**src/hdl/sipd_pkg.sv**
```systemverilog
// package for the signed decimal formatter
// types, codes and constants shared by controller and datapath
`timescale 1ns / 1ps
`default_nettype none

package sipd_pkg;

    localparam int NUM_DIGITS = 5;
    localparam int DIG_IDX_W = 3;

    // reciprocal of ten, exact for every 16-bit magnitude
    localparam logic [15:0] RECIP_TEN = 16'd52429;
    localparam int RECIP_SHIFT = 19;

    localparam logic [7:0] CHR_ZERO = 8'h30;
    localparam logic [7:0] CHR_SPACE = 8'h20;
    localparam logic [7:0] CHR_MINUS = 8'h2D;

    localparam logic KIND_POS = 1'b0;
    localparam logic KIND_CHAR = 1'b1;

    typedef enum logic [2:0] {
        ST_IDLE,
        ST_CONV,
        ST_POS,
        ST_PAD,
        ST_SIGN,
        ST_DIGIT
    } state_t;

    typedef enum logic [1:0] {
        SEL_POS,
        SEL_SPACE,
        SEL_MINUS,
        SEL_DIGIT
    } emit_sel_t;

    typedef struct packed {
        logic      load;
        logic      step;
        logic      prep;
        logic      emit;
        emit_sel_t sel;
    } cmd_t;

    typedef struct packed {
        logic conv_done;
        logic slot_free;
        logic pad_zero;
        logic pad_one;
        logic neg;
        logic dig_one;
    } status_t;

endpackage

`default_nettype wire

```
**src/hdl/sipd_ctrl.sv**
```systemverilog
// controller state machine for the signed decimal formatter
// depends on sipd_pkg; drives the datapath through cmd_t, reads status_t
`timescale 1ns / 1ps
`default_nettype none

module sipd_ctrl
    import sipd_pkg::*;
(
    input  wire logic    clk,
    input  wire logic    rst_n,
    input  wire logic    in_valid,
    output logic         in_stall,
    input  wire status_t status,
    output cmd_t         cmd
);

    state_t state_reg;
    state_t state_next;

    always_ff @(posedge clk or negedge rst_n)
    begin
        if (!rst_n)
        begin
            state_reg <= ST_IDLE;
        end
        else
        begin
            state_reg <= state_next;
        end
    end

    always_comb
    begin
        state_next = state_reg;
        cmd = '{load: 1'b0, step: 1'b0, prep: 1'b0, emit: 1'b0, sel: SEL_POS};
        in_stall = (state_reg != ST_IDLE);
        unique case (state_reg)
            ST_IDLE:
            begin
                if (in_valid)
                begin
                    cmd.load = 1'b1;
                    state_next = ST_CONV;
                end
            end
            ST_CONV:
            begin
                if (status.conv_done)
                begin
                    cmd.prep = 1'b1;
                    state_next = ST_POS;
                end
                else
                begin
                    cmd.step = 1'b1;
                end
            end
            ST_POS:
            begin
                cmd.sel = SEL_POS;
                if (status.slot_free)
                begin
                    cmd.emit = 1'b1;
                    if (!status.pad_zero)
                    begin
                        state_next = ST_PAD;
                    end
                    else if (status.neg)
                    begin
                        state_next = ST_SIGN;
                    end
                    else
                    begin
                        state_next = ST_DIGIT;
                    end
                end
            end
            ST_PAD:
            begin
                cmd.sel = SEL_SPACE;
                if (status.slot_free)
                begin
                    cmd.emit = 1'b1;
                    if (status.pad_one)
                    begin
                        state_next = status.neg ? ST_SIGN : ST_DIGIT;
                    end
                end
            end
            ST_SIGN:
            begin
                cmd.sel = SEL_MINUS;
                if (status.slot_free)
                begin
                    cmd.emit = 1'b1;
                    state_next = ST_DIGIT;
                end
            end
            ST_DIGIT:
            begin
                cmd.sel = SEL_DIGIT;
                if (status.slot_free)
                begin
                    cmd.emit = 1'b1;
                    if (status.dig_one)
                    begin
                        state_next = ST_IDLE;
                    end
                end
            end
            default:
            begin
                state_next = ST_IDLE;
            end
        endcase
    end

endmodule

`default_nettype wire

```
**src/hdl/sipd_datapath.sv**
```systemverilog
// datapath for the signed decimal formatter: magnitude, digit extraction,
// pad and digit counters, output register; depends on sipd_pkg
`timescale 1ns / 1ps
`default_nettype none

module sipd_datapath
    import sipd_pkg::*;
#(
    parameter int MAX_WIDTH = 16
)
(
    input  wire logic        clk,
    input  wire logic        rst_n,
    input  wire logic        line,
    input  wire logic [3:0]  column,
    input  wire logic [15:0] value,
    input  wire logic [4:0]  field_width,
    input  wire cmd_t        cmd,
    output status_t          status,
    output logic             out_valid,
    input  wire logic        out_stall,
    output logic             kind,
    output logic             out_line,
    output logic [3:0]       out_column,
    output logic [7:0]       character,
    output logic             last
);

    localparam int WW = $clog2(MAX_WIDTH + 1);
    localparam int CW = (WW > 5) ? WW : 5;

    logic [15:0]          mag_reg;
    logic                 neg_reg;
    logic                 line_reg;
    logic [3:0]           col_reg;
    logic [WW-1:0]        width_reg;
    logic [DIG_IDX_W-1:0] ndig_reg;
    logic [DIG_IDX_W-1:0] dig_idx_reg;
    logic [WW-1:0]        pad_reg;
    logic [3:0]           digit_reg [NUM_DIGITS];

    logic                 out_valid_reg;
    logic                 kind_reg;
    logic                 out_line_reg;
    logic [3:0]           out_col_reg;
    logic [7:0]           char_reg;
    logic                 last_reg;

    logic [CW-1:0]        fw_ext;
    logic [WW-1:0]        width_sat;
    logic [31:0]          prod;
    logic [15:0]          quot;
    logic [15:0]          quot_x10;
    logic [3:0]           rem;
    logic [WW-1:0]        len_w;
    logic [DIG_IDX_W-1:0] rd_idx;
    logic [7:0]           char_next;

    assign fw_ext = CW'(field_width);
    assign width_sat = (fw_ext > CW'(MAX_WIDTH)) ? WW'(MAX_WIDTH) : WW'(fw_ext);

    // divide by ten with a reciprocal multiply
    assign prod = mag_reg * RECIP_TEN;
    assign quot = 16'(prod >> RECIP_SHIFT);
    assign quot_x10 = (quot << 3) + (quot << 1);
    assign rem = 4'(mag_reg - quot_x10);

    assign len_w = WW'(ndig_reg) + WW'(neg_reg);
    assign rd_idx = dig_idx_reg - DIG_IDX_W'(1);

    always_comb
    begin
        case (cmd.sel)
            SEL_SPACE: char_next = CHR_SPACE;
            SEL_MINUS: char_next = CHR_MINUS;
            SEL_DIGIT: char_next = CHR_ZERO + 8'(digit_reg[rd_idx]);
            default:   char_next = 8'd0;
        endcase
    end

    always_ff @(posedge clk)
    begin
        if (cmd.load)
        begin
            neg_reg <= value[15];
            mag_reg <= value[15] ? 16'(-value) : value;
            line_reg <= line;
            col_reg <= column;
            width_reg <= width_sat;
        end
        else if (cmd.step)
        begin
            mag_reg <= quot;
            digit_reg[ndig_reg] <= rem;
        end
        if (cmd.prep)
        begin
            pad_reg <= (width_reg > len_w) ? width_reg - len_w : '0;
        end
        else if (cmd.emit && cmd.sel == SEL_SPACE)
        begin
            pad_reg <= pad_reg - WW'(1);
        end
        if (cmd.emit)
        begin
            kind_reg <= (cmd.sel == SEL_POS) ? KIND_POS : KIND_CHAR;
            out_line_reg <= (cmd.sel == SEL_POS) ? line_reg : 1'b0;
            out_col_reg <= (cmd.sel == SEL_POS) ? col_reg : 4'd0;
            char_reg <= char_next;
            last_reg <= (cmd.sel == SEL_DIGIT) && (dig_idx_reg == DIG_IDX_W'(1));
        end
    end

    always_ff @(posedge clk or negedge rst_n)
    begin
        if (!rst_n)
        begin
            ndig_reg <= '0;
            dig_idx_reg <= '0;
            out_valid_reg <= 1'b0;
        end
        else
        begin
            if (cmd.load)
            begin
                ndig_reg <= '0;
            end
            else if (cmd.step)
            begin
                ndig_reg <= ndig_reg + DIG_IDX_W'(1);
            end
            if (cmd.prep)
            begin
                dig_idx_reg <= ndig_reg;
            end
            else if (cmd.emit && cmd.sel == SEL_DIGIT)
            begin
                dig_idx_reg <= rd_idx;
            end
            if (cmd.emit)
            begin
                out_valid_reg <= 1'b1;
            end
            else if (!out_stall)
            begin
                out_valid_reg <= 1'b0;
            end
        end
    end

    always_comb
    begin
        status.conv_done = (ndig_reg != '0)
                           && ((mag_reg == 16'd0) || (ndig_reg == DIG_IDX_W'(NUM_DIGITS)));
        status.slot_free = !out_valid_reg || !out_stall;
        status.pad_zero = (pad_reg == '0);
        status.pad_one = (pad_reg == WW'(1));
        status.neg = neg_reg;
        status.dig_one = (dig_idx_reg == DIG_IDX_W'(1));
    end

    assign out_valid = out_valid_reg;
    assign kind = kind_reg;
    assign out_line = out_line_reg;
    assign out_column = out_col_reg;
    assign character = char_reg;
    assign last = last_reg;

endmodule

`default_nettype wire

```
**src/hdl/signed_int_to_padded_decimal.sv**
```systemverilog
// top level of the signed decimal formatter
// instantiates sipd_ctrl and sipd_datapath; depends on sipd_pkg
//
// input channel: in_valid / in_stall with line, column, value, field_width.
// one number is taken at a time; in_stall is high from the cycle after an
// accept until the number's last character has entered the output register.
// output channel: out_valid / out_stall with kind, out_line, out_column,
// character, last. each number gives one cursor position item, then spaces
// for right alignment, a minus if negative, and the digits, last marked.
// timing: decimal digits come from a reciprocal multiply by ten, one per
// cycle, then a step sizes the padding; results then leave one per cycle
// through the single output register while the receiver does not stall.
// a new number is taken while the last character still waits in the output
// register. a stalled receiver freezes the output register and holds the
// sequencer in its emit states; nothing is dropped.
// reset clears the state machine and the output valid; no clearing pass.
`timescale 1ns / 1ps
`default_nettype none

module signed_int_to_padded_decimal
    import sipd_pkg::*;
#(
    parameter int MAX_WIDTH = 16
)
(
    input  wire logic        clk,
    input  wire logic        rst_n,
    input  wire logic        in_valid,
    output logic             in_stall,
    input  wire logic        line,
    input  wire logic [3:0]  column,
    input  wire logic [15:0] value,
    input  wire logic [4:0]  field_width,
    output logic             out_valid,
    input  wire logic        out_stall,
    output logic             kind,
    output logic             out_line,
    output logic [3:0]       out_column,
    output logic [7:0]       character,
    output logic             last
);

    cmd_t    cmd;
    status_t status;

    sipd_ctrl u_ctrl (
        .clk      (clk),
        .rst_n    (rst_n),
        .in_valid (in_valid),
        .in_stall (in_stall),
        .status   (status),
        .cmd      (cmd)
    );

    sipd_datapath #(
        .MAX_WIDTH (MAX_WIDTH)
    ) u_datapath (
        .clk         (clk),
        .rst_n       (rst_n),
        .line        (line),
        .column      (column),
        .value       (value),
        .field_width (field_width),
        .cmd         (cmd),
        .status      (status),
        .out_valid   (out_valid),
        .out_stall   (out_stall),
        .kind        (kind),
        .out_line    (out_line),
        .out_column  (out_column),
        .character   (character),
        .last        (last)
    );

endmodule

`default_nettype wire

```
**config.mk**
```make
export PLATFORM = sky130hd
export DESIGN_NAME = signed_int_to_padded_decimal
export DESIGN_NICKNAME = d
export VERILOG_FILES = /design/src/hdl/sipd_pkg.sv /design/src/hdl/sipd_ctrl.sv /design/src/hdl/sipd_datapath.sv /design/src/hdl/signed_int_to_padded_decimal.sv
export SDC_FILE = /design/constraint.sdc
export NUM_CORES = 1
export LEC_CHECK = 0
export BUFFER_PORTS_ARGS = -buffer_cell sky130_fd_sc_hd__buf_2
export CAP_MARGIN = 25
export CORE_ASPECT_RATIO = 1.25
export CORE_UTILIZATION = 35
export CTS_CLUSTER_DIAMETER = 40
export DETAILED_ROUTE_END_ITERATION = 6
export GPL_ROUTABILITY_DRIVEN = 0
export SLEW_MARGIN = 20
export SYNTH_ARGS = -nofsm -noshare
export SYNTH_HDL_FRONTEND = slang
export SYNTH_HIERARCHICAL = 1
export SYNTH_SLANG_ARGS = --single-unit
```
**constraint.sdc**
```tcl
create_clock -name clk -period 14.6 [get_ports clk]
set_input_delay 2.92 -clock clk [delete_from_list [all_inputs] [get_ports clk]]
set_output_delay 2.92 -clock clk [all_outputs]
set_load 0.1 [all_outputs]
```
# --- Yosys cells after proc, flatten, opt, wreduce, memory -nomap -nowiden ---
# Memories as Yosys holds them, arrays and structs flattened.
# Cells that the tools add are included.
op_classes:
  n_eq_ne: 20
  reduce_logical: 18
  order_cmp: 2
  mux: 35
  n_addsub: 9
  multipliers: 1
op_table:
  columns: ["cell", "n"]
  rows:
  - ["2-to-1 mux 16 bit", 3]
  - ["2-to-1 mux 3 bit", 13]
  - ["multiplier 16 x 16 -> 32 bit, second input constant", 1]
  - ["one-hot mux 7 bit (3 select lines)", 1]
  - ["one-hot mux 3 bit (6 select lines)", 1]
  - ["zero test 16 bit", 1]
  - ["!= test 2 bit, second input constant", 8]
  - ["negation 16 bit", 1]
  - ["2-to-1 mux 5 bit", 3]
  - ["2-to-1 mux 1 bit", 12]
  - ["one-hot mux 3 bit (4 select lines)", 1]
  - ["== test 3 bit, second input constant", 3]
  - ["AND reduction 8 bit", 1]
  - ["adder 6 x 4 -> 7 bit, first input constant", 1]
  - ["== test 3 x 1 -> 1 bit, second input constant", 2]
  - ["== test 3 x 2 -> 1 bit, second input constant", 2]
  - ["nonzero test 2 bit", 3]
  - ["nonzero test 3 bit", 2]
  - ["== test 5 x 1 -> 1 bit, second input constant", 1]
  - ["greater-than comparator 5 bit", 1]
  - ["greater-than comparator 5 bit, second input constant", 1]
  - ["zero test 5 bit", 1]
  - ["subtractor 5 x 1 -> 5 bit, second input constant", 1]
  - ["subtractor 5 bit", 1]
  - ["14 further kinds", 20]
totals:
  out_inout_bits: 17
  reg_bits: 57
  elab_cells: 101
  input_bits: 30
  ram_bits: 20
  mem_count: 1
memory_table:
  columns: ["memory", "depth", "word_bits", "rd", "rd_clocked_by_memory_dff", "wr", "line", "rtl"]
  rows:
  - ["u_datapath.digit_reg", 5, 4, 1, 0, 1, "sipd_datapath.sv:40", "logic [3:0] digit_reg [NUM_DIGITS];"]

# --- Logic depth before layout (Yosys ltp) ---
depth:
  word_depth: 8
  depth_mapped: 22
  mapped_depth_nobuf: 22

# --- Modules after synthesis ---
# Netlist, hierarchy kept.
by_module_without_submodules:
  columns: ["mod", "area_per_inst_um2", "seq_area_each_um2", "instances", "cells_per_inst"]
  rows:
  - ["sipd_datapath", 8414.3, 2097.0, 1, 807]
  - ["sipd_ctrl", 326.6, 75.1, 1, 36]

# --- Worst setup path after synthesis ---
# No wires, ideal clock.
synth_path:
  kind: "reg-to-reg"
  startpoint: "register u_datapath.mag_reg[6]"
  endpoint: "register u_datapath.mag_reg[7] (data pin)"
  n_path_buf: 0
  period_less_slack_ns: 5.464
  slack_ns: 9.136
  t_arrival_ns: 5.205
  setup_ns: 0.259
  required_time_ns: 14.341
  stages_incl_launch_ff: 20
  path_cell_list: "edfxtp_1 -> inv_1 -> ha_1 -> inv_1 -> fa_1 -> inv_1 -> fa_1 -> fa_1 -> fa_1 -> inv_1 -> fa_1 -> inv_1 -> ha_1 -> a21oi_1 -> o21ai_2 -> a31o_1 -> a211o_1 -> o2111ai_2 -> a21oi_1 -> o31a_1"
synth_between:
  elab_chain_cells: 3
synth_lines:
  columns: ["element", "line", "rtl"]
  rows:
  - ["start: declaration", "sipd_datapath.sv:32", "logic [15:0] mag_reg;"]
  - ["start signal: assignment", "sipd_datapath.sv:86", "mag_reg <= value[15] ? 16'(-value) : value;"]
  - ["start signal: assignment", "sipd_datapath.sv:93", "mag_reg <= quot;"]
  - ["multiplier 16 x 16 -> 32 bit", "sipd_datapath.sv:63", "assign prod = mag_reg * RECIP_TEN;"]
  - ["2-to-1 mux 16 bit", "sipd_datapath.sv:91", "else if (cmd.step)"]
  - ["2-to-1 mux 16 bit", "sipd_datapath.sv:83", "if (cmd.load)"]
# No other way between the ends. The select of a mux whose other input is x is not followed.
# A chain may end at the register's enable or synchronous reset.

# --- Worst setup path in the final report ---
layout_path:
  startpoint: "register u_datapath.mag_reg[6]"
  endpoint: "register u_datapath.mag_reg[9] (data pin)"
# The elaborated chain is that of the path after synthesis.

==> results.md <==
* Die H at 179 um
* CP Capture Point: u_datapath/mag_reg[9]
* Reg-to-Reg End: u_datapath/mag_reg[9]
* Mapped Area at 8740 um^2
* Post-CTS resize count at 0
* Core box area at about 25,000 um^2
* Port buffer count at 44
* Synth warn at 6
* Post-synth EDFFs at between 60 and 70
* Via density at about 4.9
* Starting Density at 35.7%
* Final #Nets at 1,151
* Cell count after synthesis at 843
* Final hold vios at 0
* Register bit total from synthesis at 74
* Post-Synth Simple-Gate Area at 8.45%
* Worst Setup Start Kind: flop
* Vias at around 5,900
* Clk sinks at 74
* Critical Path Source: u_datapath/mag_reg[6]
* Slew Viols, Final at 0
* Worst Hold Class: reg2reg
* MaxCap Viol Count at 0
* Crit-path max FO at 6
* Worst-Margin Slew at 0.708 ns
* Pre-antenna DRT Iters at 4
* Synth top area cells: ha_1 22%, edfxtp_1 22%, fa_1 19%
* Largest area contributor in the netlist: ha_1
* Worst setup EP type: flop
* Largest family of logic cells by synthesized area: adder cells
* Hold-fix buffers, CTS at 0
* Ys async rst share at between 10% and 20%
* Reg-to-reg startpoint: u_datapath/mag_reg[6]
* CTS tree: built
* Diode count at 0
* Die span in x at 143 um
* Final WL at 19.8 mm
* Count leader, synth: inv_1
* Largest net degree at the start of global routing at between 50 and 60
* CP cell instances: inv_1, ha_1, inv_1, fa_1, inv_1, fa_1, fa_1, fa_1, inv_1, fa_1, inv_1, ha_1, a21oi_1, o21ai_2, a31o_1, a211o_1, o2111ai_2, nand2_1, a311oi_1
* RSZ-0062 raised after global routing: no
* Period minus WS final at 6.05 ns
* Tcrit/Tclk final at 41.5%
* Synth top cells by count: 183 x inv_1, 157 x ha_1, 81 x fa_1
* Share of layout cells above drive strength 1 at 9.23%
* CTS Root Cell: clkbuf_16
* Drc violations at 0
* Distinct cells, synth at 65
* WS Path Type: reg2reg
* Post-synthesis mux area share at 2.36%
* Post-synthesis sequential area ratio at 24.8%
* Top FF cell, synth: edfxtp_1
* Worst-path clk slew at about 0.07 ns
* Crit path arrival time at 6.18 ns
* Dpl hpwl at 16.8 mm
* Xor/xnor cell area share of the yosys netlist at 4.71%
* Total GRT Usage at 16.9%
* Initial antenna violation count at 0
* Starting DRT DRC Count at 309
* Synth Area in Adders at 41.0%
* Critical Path RT at 14.72 ns
* Post-detailed-route count of antenna-violating nets at 0
* Clk buf depth at 2
* First-pass GRT wire length at ~32 mm
* Die ar. at 25,600 um^2
* Fmax at ~0.17 GHz
* Post-CTS Setup Inserts at 0
* Synthesized area per cell at 10.4 um^2
* Wire length per cell at 16.3 um
* Status: complete, no violations
* Max reg flops at 20
* Slew margin rel. at around 52%
* Total gr overflow at 0
* Clock Latency Late Sink at 0.35 ns
* Row count at 64
* Area grow syn2layout at 9.55%
* Post-synth top area share at 22.5%
* Vias in the first global route at 6,266
* CTS Buf Count at 9
* Worst path max stage delay at around 0.57 ns
* R2R setup slack at 8.55 ns
* H-tree levels at 3
* Io pins at between 40 and 50
* Reg2Reg Depth at 19
* TNS Setup at 0 ns
* Final Skew at 0.00956 ns
* Post-synthesis compound-gate area fraction at 9.19%
* Setup Viol. Count Final at 0
* Worst path slowest cell: edfxtp_1
## final cells by class
type                    count  area, um^2
multi-input cells         569        5760
repair buffers             46         235
clock buffers               9         225
fillers                  2476       14900
inverters                 183         687
clock inverters             7        82.6
flip-flops and latches     74        2170
well taps                 330         413
## per-layer routing
metal | wire length [um] | share of wire [%] | global-route usage [%]
met2 | 10200 | 52 | 30.7
met5 | 0 | 0 | 0
met3 | 605 | 3.1 | 2.67
met4 | 899 | 4.5 | 8.33
met1 | 8090 | 41 | 19.2
## placed cells by master (no fill, tap or decap), types with 4 or more instances in the layout
cell / count
inv_1: 183
ha_1: 157
fa_1: 81
edfxtp_1: 64
nand2_1: 47
buf_2: 44
a21oi_1: 33
xnor2_1: 29
nor2_1: 24
xor2_1: 18
o21ai_0: 17
nor3_1: 15
and2_1: 11
dfrtp_1: 10
clkbuf_16: 9
mux2i_1: 9
o22ai_1: 9
o21ai_1: 9
nor2b_1: 9
nand4_1: 8
nand3_1: 6
a31oi_1: 6
o31ai_1: 6
a21o_1: 6
nand2b_1: 5
o211ai_1: 4
mux4_2: 4
nand3b_1: 4
## how the worst min path moves through the flow
stage | cells after the start | to | from | slack, ns
after floorplan | 1 | u_datapath/out_column[0] | u_datapath/col_reg[0] | 0.50
after global placement | 1 | u_datapath/out_column[0] | u_datapath/col_reg[0] | 0.50
after detailed placement | 1 | u_datapath/out_line | u_datapath/line_reg | 0.50
after CTS | 1 | u_datapath/out_line | u_datapath/line_reg | 0.52
after global routing | 1 | u_datapath/out_column[3] | u_datapath/col_reg[3] | 0.54
final | 1 | u_datapath/out_column[1] | u_datapath/col_reg[1] | 0.52
## per-stage QoR
step                instances  hold slack [ns]  cell area, um^2  util [%]  worst slack (ns)
floorplan                 844            0.497             8740         -              9.14
global placement         1202            0.501             9270      37.8              8.57
detailed placement       1202            0.503             9270      37.8              8.47
CTS                      1218            0.519             9580      39.1              8.46
global route             1218            0.536             9580      39.1              8.27
finish                   1218            0.519             9580      39.1              8.55
## worst max-delay path, delay by kind of cell (launching register included)
kind / cells / cell delay [ns]
AO/OA/AOI/OAI: 6 / 1.48
adder cells (fa/ha/maj): 7 / 3.35
buffers and inverters: 5 / 0.31
flip-flops: 1 / 0.57
AND/OR/NAND/NOR: 1 / 0.10
## cell families (layout without fill, tap and decap cells)
kind of cell	Yosys count	count (layout)
other	1	2
DFF	74	74
buffers and inverters	201	245
adders and majority gates	238	238
AOI/OAI and AO/OA	122	122
xor gates and xnor gates	47	47
muxes	15	15
and+or+nand+nor	145	145
Power is left out: the tool's default activity adds up to more than one toggle a clock period on the data nets, which glitch-free logic cannot reach.
